File: src/sv/ilm_pkg.sv
// ilm_pkg: shared types, constants and scale functions for the level meter
// no dependencies; imported by the interfaces and every module

package ilm_pkg;

	// port count and derived index width
	localparam int PORTS  = 8;
	localparam int PIDX_W = (PORTS > 1) ? $clog2(PORTS) : 1;

	// field widths
	localparam int MODE_W  = 2;
	localparam int PORT_W  = 3;
	localparam int LEVEL_W = 16;
	localparam int HOLD_W  = 14;
	localparam int CNT_W   = 16;
	localparam int FS_W    = 11;
	localparam int N_W     = 19;
	localparam int CFG_IDX_W = 1;

	// shared multiplier widths
	localparam int MUL_A_W = 19;
	localparam int MUL_B_W = 20;
	localparam int MUL_P_W = MUL_A_W + MUL_B_W;

	// reciprocals: x/25 = (x*RCP25)>>24, c/10 = (c*RCP10)>>19, exact over the used ranges
	localparam logic [MUL_B_W-1:0] RCP25 = 20'd671089;
	localparam logic [MUL_B_W-1:0] RCP10 = 20'd52429;

	// product slices
	localparam int Q_LO  = 12;  // N*fs / 4096
	localparam int Q_W   = 18;
	localparam int V_LO  = 24;  // q / 25
	localparam int BD_LO = 19;  // count / 10
	localparam int PD_LO = 20;  // count / 20

	// reset values and limits
	localparam logic [LEVEL_W-1:0] LEVEL_RESET = 16'h9C00;  // -100 dB
	localparam logic [FS_W-1:0]    FS_RESET    = 11'd100;
	localparam logic [HOLD_W-1:0]  V_MAX       = 14'd8659;
	localparam logic [CNT_W-1:0]   CNT_MAX     = 16'hFFFF;

	// item modes
	localparam logic [MODE_W-1:0] MODE_STORE    = 2'd0;
	localparam logic [MODE_W-1:0] MODE_TICK     = 2'd1;
	localparam logic [MODE_W-1:0] MODE_PEAK_CLR = 2'd2;

	// configuration register indexes
	localparam logic [CFG_IDX_W-1:0] REG_FULL_SCALE   = 1'd0;
	localparam logic [CFG_IDX_W-1:0] REG_PEAK_FALLOFF = 1'd1;

	typedef enum logic [2:0] {
		ST_IDLE,
		ST_MAP,
		ST_MUL_FS,
		ST_MUL_RCP,
		ST_MUL_BAR,
		ST_MUL_PEAK,
		ST_UPD
	} state_t;

	typedef enum logic [1:0] {
		MS_N_FS,
		MS_Q_RCP,
		MS_BAR,
		MS_PEAK
	} mul_sel_t;

	typedef struct packed {
		logic              busy;
		logic              mul_en;
		mul_sel_t          mul_sel;
		logic              load_map;
		logic              load_v;
		logic              load_bdrop;
		logic              upd_fire;
		logic [PIDX_W-1:0] idx;
		logic              last;
	} ctrl_t;

	// six-segment scale numerator, deflection = N / 102400
	function automatic logic [N_W-1:0] scale_numer(input logic signed [LEVEL_W-1:0] d);
		logic signed [20:0] x;
		logic signed [23:0] n;
		x = 21'(d);
		if (d < -16'sd17920) begin
			n = 24'sd0;
		end else if (d < -16'sd15360) begin
			n = 24'(x + 21'sd17920);
		end else if (d < -16'sd12800) begin
			n = 24'(x + 21'sd15360) * 24'sd2 + 24'sd2560;
		end else if (d < -16'sd10240) begin
			n = 24'(x + 21'sd12800) * 24'sd3 + 24'sd7680;
		end else if (d < -16'sd7680) begin
			n = 24'(x + 21'sd10240) * 24'sd6 + 24'sd15360;
		end else if (d < -16'sd5120) begin
			n = 24'(x + 21'sd7680) * 24'sd8 + 24'sd30720;
		end else begin
			n = 24'(x + 21'sd5120) * 24'sd10 + 24'sd51200;
		end
		return n[N_W-1:0];
	endfunction

	// saturating decay counter step
	function automatic logic [CNT_W-1:0] count_up(input logic [CNT_W-1:0] c);
		return (c == CNT_MAX) ? c : c + CNT_W'(1);
	endfunction

endpackage

File: src/sv/ilm_ifs.sv
// ilm_ifs: valid/ready channel interfaces for items, results and config writes
// depends on ilm_pkg

interface ilm_in_if import ilm_pkg::*; ();
	logic                      valid;
	logic                      ready;
	logic [MODE_W-1:0]         mode;
	logic [PORT_W-1:0]         port;
	logic signed [LEVEL_W-1:0] level_db;

	modport source (output valid, output mode, output port, output level_db, input ready);
	modport sink (input valid, input mode, input port, input level_db, output ready);
endinterface

interface ilm_out_if import ilm_pkg::*; ();
	logic              valid;
	logic              ready;
	logic [PORT_W-1:0] port_index;
	logic [HOLD_W-1:0] bar_height;
	logic [HOLD_W-1:0] peak_height;
	logic              last;

	modport source (output valid, output port_index, output bar_height, output peak_height,
		output last, input ready);
	modport sink (input valid, input port_index, input bar_height, input peak_height,
		input last, output ready);
endinterface

interface ilm_cfg_if import ilm_pkg::*; ();
	logic                 valid;
	logic                 ready;
	logic [CFG_IDX_W-1:0] index;
	logic [FS_W-1:0]      data;

	modport source (output valid, output index, output data, input ready);
	modport sink (input valid, input index, input data, output ready);
endinterface

File: src/sv/ilm_mul.sv
// ilm_mul: shared unsigned multiplier with registered product
// depends on ilm_pkg

module ilm_mul import ilm_pkg::*; (
	input  logic               clk,
	input  logic               en,
	input  logic [MUL_A_W-1:0] a,
	input  logic [MUL_B_W-1:0] b,
	output logic [MUL_P_W-1:0] prod
);

	// product holds while not enabled
	always_ff @(posedge clk) begin
		if (en) begin
			prod <= MUL_P_W'(a) * MUL_P_W'(b);
		end
	end

endmodule

File: src/sv/ilm_ctrl.sv
// ilm_ctrl: per-port sequencer for a tick, drives the shared multiplier steps
// depends on ilm_pkg

module ilm_ctrl import ilm_pkg::*; (
	input  logic  clk,
	input  logic  arst_n,
	input  logic  tick_start,
	input  logic  out_free,
	output ctrl_t ctl
);

	state_t            state_q, state_d;
	logic [PIDX_W-1:0] idx_q;
	logic              last_port;

	assign last_port = (idx_q == PIDX_W'(PORTS - 1));

	// state register
	always_ff @(posedge clk or negedge arst_n) begin
		if (!arst_n) begin
			state_q <= ST_IDLE;
		end else begin
			state_q <= state_d;
		end
	end

	// port counter, advances on each delivered result
	always_ff @(posedge clk or negedge arst_n) begin
		if (!arst_n) begin
			idx_q <= '0;
		end else if (ctl.upd_fire) begin
			idx_q <= last_port ? '0 : idx_q + PIDX_W'(1);
		end
	end

	// next state and step controls
	always_comb begin
		state_d  = state_q;
		ctl      = '0;
		ctl.idx  = idx_q;
		ctl.last = last_port;
		ctl.busy = (state_q != ST_IDLE);
		unique case (state_q)
			ST_IDLE: begin
				if (tick_start) begin
					state_d = ST_MAP;
				end
			end
			ST_MAP: begin
				ctl.load_map = 1'b1;
				state_d      = ST_MUL_FS;
			end
			ST_MUL_FS: begin
				ctl.mul_en  = 1'b1;
				ctl.mul_sel = MS_N_FS;
				state_d     = ST_MUL_RCP;
			end
			ST_MUL_RCP: begin
				ctl.mul_en  = 1'b1;
				ctl.mul_sel = MS_Q_RCP;
				state_d     = ST_MUL_BAR;
			end
			ST_MUL_BAR: begin
				ctl.load_v  = 1'b1;
				ctl.mul_en  = 1'b1;
				ctl.mul_sel = MS_BAR;
				state_d     = ST_MUL_PEAK;
			end
			ST_MUL_PEAK: begin
				ctl.load_bdrop = 1'b1;
				ctl.mul_en     = 1'b1;
				ctl.mul_sel    = MS_PEAK;
				state_d        = ST_UPD;
			end
			ST_UPD: begin
				if (out_free) begin
					ctl.upd_fire = 1'b1;
					state_d      = last_port ? ST_IDLE : ST_MAP;
				end
			end
			default: begin
				state_d = ST_IDLE;
			end
		endcase
	end

	// a result for a non-final port moves the counter by one
	a_idx_step: assert property (@(posedge clk) disable iff (!arst_n)
		(ctl.upd_fire && !last_port) |=> (idx_q == $past(idx_q) + PIDX_W'(1)))
		else $error("port counter did not advance");

	// the final result ends the tick with the counter back at zero
	a_tick_end: assert property (@(posedge clk) disable iff (!arst_n)
		(ctl.upd_fire && last_port) |=> (state_q == ST_IDLE && idx_q == '0))
		else $error("tick did not close after final port");

	// a tick always starts at port zero
	a_tick_start: assert property (@(posedge clk) disable iff (!arst_n)
		(state_q == ST_IDLE && tick_start) |=> (state_q == ST_MAP && idx_q == '0))
		else $error("tick started off port zero");

endmodule

File: src/sv/iec_level_meter_ballistics.sv
// iec_level_meter_ballistics: top level, port state, hold update and channels
// depends on ilm_pkg, ilm_ifs, ilm_mul, ilm_ctrl
//
// Usage:
//   item channel: mode 0 stores level_db for one port, mode 1 runs a tick,
//   mode 2 clears all peak holds; mode 3 is dropped. Store, peak clear and
//   dropped items finish in the transfer cycle and give no result.
//   A tick gives one result per port, ports in ascending order, last set on
//   the final port. Each port runs a scale map, then four passes through
//   the one shared multiplier (times full_scale, divide by 102400, bar
//   count / 10, peak count / 20), then the hold update, which waits out
//   receiver stalls; the item channel is not ready until the final result
//   is in the output register.
//   Results leave through a one-entry output register; a stalled receiver
//   holds the sequencer in its update step and nothing is lost.
//   cfg channel: index 0 full_scale, index 1 peak_falloff_enable, always
//   ready; write only while no tick is running.
//   Reset: levels go to -100 dB, holds and decay counts to zero,
//   full_scale to 100, peak falloff enabled, output empty.

module iec_level_meter_ballistics import ilm_pkg::*; (
	input  logic       clk,
	input  logic       arst_n,
	ilm_in_if.sink     item,
	ilm_out_if.source  result,
	ilm_cfg_if.sink    cfg
);

	ctrl_t ctl;

	logic [FS_W-1:0] fs_q;
	logic            pfe_q;

	logic [LEVEL_W-1:0] level_q [PORTS];
	logic [HOLD_W-1:0]  bar_q   [PORTS];
	logic [CNT_W-1:0]   bcnt_q  [PORTS];
	logic [HOLD_W-1:0]  peak_q  [PORTS];
	logic [CNT_W-1:0]   pcnt_q  [PORTS];

	logic [N_W-1:0]    n_q;
	logic [CNT_W-1:0]  binc_q, pinc_q;
	logic [HOLD_W-1:0] v_q, bdrop_q, pdrop;

	logic [MUL_A_W-1:0] mul_a;
	logic [MUL_B_W-1:0] mul_b;
	logic [MUL_P_W-1:0] prod;

	logic              item_fire, tick_start, store_hit, peak_clr;
	logic [PIDX_W-1:0] store_idx;
	logic              out_free;

	logic [HOLD_W-1:0] bar_cur, peak_cur, bar_new, peak_new;
	logic [CNT_W-1:0]  bcnt_new, pcnt_new;

	logic              res_valid_q, res_last_q;
	logic [PIDX_W-1:0] res_idx_q;
	logic [HOLD_W-1:0] res_bar_q, res_peak_q;

	// item transfer decode
	assign item.ready = !ctl.busy;
	assign item_fire  = item.valid && item.ready;
	assign tick_start = item_fire && (item.mode == MODE_TICK);
	assign store_hit  = item_fire && (item.mode == MODE_STORE) && (32'(item.port) < PORTS);
	assign peak_clr   = item_fire && (item.mode == MODE_PEAK_CLR);
	assign store_idx  = PIDX_W'(item.port);

	// configuration registers
	assign cfg.ready = 1'b1;
	always_ff @(posedge clk or negedge arst_n) begin
		if (!arst_n) begin
			fs_q  <= FS_RESET;
			pfe_q <= 1'b1;
		end else if (cfg.valid && cfg.ready) begin
			if (cfg.index == REG_FULL_SCALE) begin
				fs_q <= cfg.data;
			end else if (cfg.index == REG_PEAK_FALLOFF) begin
				pfe_q <= cfg.data[0];
			end
		end
	end

	// sequencer
	ilm_ctrl u_ctrl (
		.clk        (clk),
		.arst_n     (arst_n),
		.tick_start (tick_start),
		.out_free   (out_free),
		.ctl        (ctl)
	);

	// multiplier operand select
	always_comb begin
		unique case (ctl.mul_sel)
			MS_N_FS: begin
				mul_a = n_q;
				mul_b = MUL_B_W'(fs_q);
			end
			MS_Q_RCP: begin
				mul_a = MUL_A_W'(prod[Q_LO +: Q_W]);
				mul_b = RCP25;
			end
			MS_BAR: begin
				mul_a = MUL_A_W'(binc_q);
				mul_b = RCP10;
			end
			MS_PEAK: begin
				mul_a = MUL_A_W'(pinc_q);
				mul_b = RCP10;
			end
			default: begin
				mul_a = '0;
				mul_b = '0;
			end
		endcase
	end

	ilm_mul u_mul (
		.clk  (clk),
		.en   (ctl.mul_en),
		.a    (mul_a),
		.b    (mul_b),
		.prod (prod)
	);

	// per-port working registers
	always_ff @(posedge clk) begin
		if (ctl.load_map) begin
			n_q    <= scale_numer(level_q[ctl.idx]);
			binc_q <= count_up(bcnt_q[ctl.idx]);
			pinc_q <= count_up(pcnt_q[ctl.idx]);
		end
		if (ctl.load_v) begin
			v_q <= prod[V_LO +: HOLD_W];
		end
		if (ctl.load_bdrop) begin
			bdrop_q <= prod[BD_LO +: HOLD_W];
		end
	end

	assign pdrop = prod[PD_LO +: HOLD_W];

	// hold update for the current port
	assign bar_cur  = bar_q[ctl.idx];
	assign peak_cur = peak_q[ctl.idx];

	always_comb begin
		if (v_q > bar_cur) begin
			bar_new  = v_q;
			bcnt_new = '0;
		end else begin
			bcnt_new = binc_q;
			bar_new  = (bar_cur > bdrop_q) ? bar_cur - bdrop_q : '0;
		end
		if (v_q > peak_cur) begin
			peak_new = v_q;
			pcnt_new = '0;
		end else if (pfe_q) begin
			pcnt_new = pinc_q;
			peak_new = (peak_cur > pdrop) ? peak_cur - pdrop : '0;
		end else begin
			pcnt_new = pcnt_q[ctl.idx];
			peak_new = peak_cur;
		end
	end

	// port state
	always_ff @(posedge clk or negedge arst_n) begin
		if (!arst_n) begin
			for (int i = 0; i < PORTS; i++) begin
				level_q[i] <= LEVEL_RESET;
				bar_q[i]   <= '0;
				bcnt_q[i]  <= '0;
				peak_q[i]  <= '0;
				pcnt_q[i]  <= '0;
			end
		end else begin
			if (store_hit) begin
				level_q[store_idx] <= item.level_db;
			end
			if (peak_clr) begin
				for (int i = 0; i < PORTS; i++) begin
					peak_q[i] <= '0;
				end
			end
			if (ctl.upd_fire) begin
				bar_q[ctl.idx]  <= bar_new;
				bcnt_q[ctl.idx] <= bcnt_new;
				peak_q[ctl.idx] <= peak_new;
				pcnt_q[ctl.idx] <= pcnt_new;
			end
		end
	end

	// output register
	assign out_free = !res_valid_q || result.ready;

	always_ff @(posedge clk or negedge arst_n) begin
		if (!arst_n) begin
			res_valid_q <= 1'b0;
		end else if (ctl.upd_fire) begin
			res_valid_q <= 1'b1;
		end else if (result.ready) begin
			res_valid_q <= 1'b0;
		end
	end

	always_ff @(posedge clk) begin
		if (ctl.upd_fire) begin
			res_idx_q  <= ctl.idx;
			res_bar_q  <= bar_new;
			res_peak_q <= peak_new;
			res_last_q <= ctl.last;
		end
	end

	assign result.valid       = res_valid_q;
	assign result.port_index  = PORT_W'(res_idx_q);
	assign result.bar_height  = res_bar_q;
	assign result.peak_height = res_peak_q;
	assign result.last        = res_last_q;

	// scaled value stays within the meter range
	a_v_range: assert property (@(posedge clk) disable iff (!arst_n)
		ctl.load_v |=> (v_q <= V_MAX))
		else $error("scaled level out of range");

	// a new result is never written over one still waiting
	a_no_overwrite: assert property (@(posedge clk) disable iff (!arst_n)
		ctl.upd_fire |-> (!res_valid_q || result.ready))
		else $error("result register overwritten");

	// a tick transfer locks out further items
	a_tick_busy: assert property (@(posedge clk) disable iff (!arst_n)
		tick_start |=> (ctl.busy && !item.ready))
		else $error("item channel open during tick");

endmodule
File: src/flat_wrapper.sv
// flat-port wrapper written by rule: the top's interface ports become plain ports
module iec_level_meter_ballistics_flat import ilm_pkg::*;
  (clk, arst_n, item_valid, item_mode, item_port, item_level_db, item_ready, result_valid, result_port_index, result_bar_height, result_peak_height, result_last, result_ready, cfg_valid, cfg_index, cfg_data, cfg_ready);
  ilm_in_if item_i ();
  ilm_out_if result_i ();
  ilm_cfg_if cfg_i ();
  input  logic clk;
  input  logic arst_n;
  input wire logic [$bits(item_i.valid)-1:0] item_valid;
  input wire logic [$bits(item_i.mode)-1:0] item_mode;
  input wire logic [$bits(item_i.port)-1:0] item_port;
  input wire logic [$bits(item_i.level_db)-1:0] item_level_db;
  output wire logic [$bits(item_i.ready)-1:0] item_ready;
  output wire logic [$bits(result_i.valid)-1:0] result_valid;
  output wire logic [$bits(result_i.port_index)-1:0] result_port_index;
  output wire logic [$bits(result_i.bar_height)-1:0] result_bar_height;
  output wire logic [$bits(result_i.peak_height)-1:0] result_peak_height;
  output wire logic [$bits(result_i.last)-1:0] result_last;
  input wire logic [$bits(result_i.ready)-1:0] result_ready;
  input wire logic [$bits(cfg_i.valid)-1:0] cfg_valid;
  input wire logic [$bits(cfg_i.index)-1:0] cfg_index;
  input wire logic [$bits(cfg_i.data)-1:0] cfg_data;
  output wire logic [$bits(cfg_i.ready)-1:0] cfg_ready;
  assign item_i.valid = item_valid;
  assign item_i.mode = item_mode;
  assign item_i.port = item_port;
  assign item_i.level_db = item_level_db;
  assign item_ready = item_i.ready;
  assign result_valid = result_i.valid;
  assign result_port_index = result_i.port_index;
  assign result_bar_height = result_i.bar_height;
  assign result_peak_height = result_i.peak_height;
  assign result_last = result_i.last;
  assign result_i.ready = result_ready;
  assign cfg_i.valid = cfg_valid;
  assign cfg_i.index = cfg_index;
  assign cfg_i.data = cfg_data;
  assign cfg_ready = cfg_i.ready;
  iec_level_meter_ballistics u_core (.clk(clk), .arst_n(arst_n), .item(item_i), .result(result_i), .cfg(cfg_i));
endmodule
File: config.mk
export PLATFORM = sky130hd
export DESIGN_NAME = iec_level_meter_ballistics_flat
export DESIGN_NICKNAME = d
export VERILOG_FILES = /design/src/sv/ilm_pkg.sv /design/src/sv/ilm_ifs.sv /design/src/sv/ilm_mul.sv /design/src/sv/ilm_ctrl.sv /design/src/sv/iec_level_meter_ballistics.sv /design/src/flat_wrapper.sv
export SDC_FILE = /design/constraint.sdc
export NUM_CORES = 2
export LEC_CHECK = 0
export ABC_AREA = 1
export BUFFER_PORTS_ARGS = -buffer_cell sky130_fd_sc_hd__buf_2
export CAP_MARGIN = 5
export CORE_ASPECT_RATIO = 1.75
export CORE_MARGIN = 5
export CORE_UTILIZATION = 50
export CTS_CLUSTER_SIZE = 14
export DETAILED_ROUTE_END_ITERATION = 10
export PLACE_DENSITY = 0.68
export SYNTH_ARGS = -nofsm -noshare
export SYNTH_HDL_FRONTEND = slang
export SYNTH_HIERARCHICAL = 1
export SYNTH_SLANG_ARGS = --single-unit
File: constraint.sdc
create_clock -name clk -period 9.1 [get_ports clk]
set_clock_uncertainty 0.05 [all_clocks]
set_input_delay 0.455 -clock clk [delete_from_list [all_inputs] [get_ports clk]]
set_output_delay 0.455 -clock clk [all_outputs]
set_load 0.02 [all_outputs]
==> reports/results.ini <==
[outcome]
run_status=finished clean

[place]
detailedPlacementHpwl_um=116700
port-buffer-count=71
dpl_cell_area_sq_mm=0.05525
gp_routability_congestion=0.9626

[finish]
nFillCells=9961
drive_gt1_frac=0.07508
finalInstanceArea_sq_mm=0.05787
finalCoreUtilization=0.5407
nNetsFinal=7156
areaGrowthSynthToFinish_pct=7.581
area_of_all_sequential_standard_cells_sq_mm=0.01985
multi_input_gate_area_sq_mm=0.02873

[floorplan]
floorplan.die.height_um=443.9
floorplan.die.width_um=257.9
top_level_ports=73
start_util=0.5026
core.rowCount=159
placeableCoreArea_sq_mm=0.1070
dieArea_sq_mm=0.1145

[timing]
fmax_mhz=121.3
setup-tns-final_ps=0
finalSetupViolCount=0
rsz0062_at_grt=no
timing_hold_violations_final=0
slew-limit-headroom=0.2051
final_critical_period_ps=8244
post-route-period-util=0.9059
maxSlewViolCount=0
worstMarginPinSlew_ps=1189
whs_ps=34.90

[worst_setup_path]
worstSetupStartpointType=flip-flop
cp_common_cell=sky130_fd_sc_hd__nand2_1
max_stage_delay_cell_worst_path=sky130_fd_sc_hd__o21ai_1
critPathKind=flip-flop to flip-flop
worstSetupEndpointType=flip-flop
worstPathRequired_ps=9460
crit_buf_inv=7
worst_path_largest_cell_delay_ps=820
arrival_ps=8600
critical-path-top-delay-family=adder cells
critPathMaxFanout=17

[clock_network]
clk_transition_reported_paths_ps=60
post_cts_setup_repair_buffer_count=0
insertion_delay_ps=670
max-clock-path-buffers=3
tritoncts_num_sinks=764
cts_htree_levels=3
cts_tree=built
cts-root-buf=sky130_fd_sc_hd__clkbuf_16
cts_buffers=73

[drt]
firstDrtPassIters=6
wl_per_cell_um=20.63
number_of_design_rule_violations_left_by_the_first_detailed_router_iteration=3994
detail_route.drc_violations=0
postRouteAntennaNets=0
average_vias_per_placed_instance=5.699
dr_total_vias=45304
drt-total-wl_um=164000

[min_path]
worst_hold_check_path_type=input port to flip-flop

[global_route]
first_global_vias=46079
total_global_route_track_usage=0.2823
grt_pass1_wl_um=255700
grt_start_max_net_pins=168
grt-ovfl-total=0
antenna_found_initial=2

[logic_synthesis]
synth.avg_cell_area_sq_um=8.160
syn-cell-area_sq_mm=0.05379
synth.yosys.warnings=6
syn_inst=6592

[flow_run]
cap_violations=0

[layout make-up]
cell class	instances	area share
Clock inverter	30	0.006833
Timing Repair Buffer	166	0.01985
Tap cell	1368	0.02958
Sequential cell	764	0.3430
Multi-Input combinational cell	4466	0.4965
Inverter	1048	0.06820
Clock buffer	106	0.03598
Antenna cell	2	0.00008649
[sequential cells by signal, summed over array words and instances (netlist names), 14 cells and up]
register / cells
u_core/bar_q: 112
u_core/bcnt_q: 128
u_core/bdrop_q: 14
u_core/binc_q: 16
u_core/level_q: 128
u_core/n_q: 19
u_core/pcnt_q: 128
u_core/peak_q: 112
u_core/pinc_q: 16
u_core/result.bar_height: 14
u_core/result.peak_height: 14
u_core/u_mul/prod: 26
u_core/v_q: 14
[final timing paths]
check / endpoint / cells after the start / slack, ps / from
worst min-delay path: u_core/fs_q[0] / 3 / 30 / cfg_data[0]
worst max register to register: u_core/u_mul/prod[33] / 28 / 860 / u_core/u_ctrl/state_q[1]
worst min register to register: u_core/v_q[13] / 0 / 420 / u_core/u_mul/prod[37]
worst max-delay path: u_core/u_mul/prod[33] / 28 / 860 / u_core/u_ctrl/state_q[1]
max in group asynchronous: u_core/pcnt_q[28] / 4 / 6370 / arst_n
min in group asynchronous: u_core/level_q[103] / 2 / 350 / arst_n
[stage by stage]
stage	setup WS (ps)	cells
floorplan	2472	6593
global placement	1186	7799
detailed placement	1002	7799
CTS	977.6	7948
global route	494.4	7949
finish	856.2	7950
[layout by cell type, fill, tap and decap left out, types with 137 or more instances in the layout]
master / count
sky130_fd_sc_hd__fa_1: 317
sky130_fd_sc_hd__a21oi_1: 151
sky130_fd_sc_hd__nor2_1: 153
sky130_fd_sc_hd__dfrtp_1: 591
sky130_fd_sc_hd__o21ai_0: 524
sky130_fd_sc_hd__edfxtp_1: 137
sky130_fd_sc_hd__ha_1: 282
sky130_fd_sc_hd__inv_1: 998
sky130_fd_sc_hd__nand3_1: 386
sky130_fd_sc_hd__nand2_1: 1981
[worst min-delay path, delay by kind of cell]
kind | cells | cell delay [ps]
AO/OA/AOI/OAI | 1 | 90
buffers and inverters | 2 | 160
[per-layer routing]
metal / global-route usage / part of all wire
met5: 0 / 0.000043
met4: 0.1547 / 0.063
met3: 0.03242 / 0.060
met2: 0.5121 / 0.51
met1: 0.3235 / 0.36
[what timing repair did]
action                    in CTS  in global routing
resized for setup              0                  0
hold endpoints to repair      71                  0
hold buffers                  13                  0
Power is left out: the tool's default activity adds up to more than one toggle a clock period on the data nets, which glitch-free logic cannot reach.
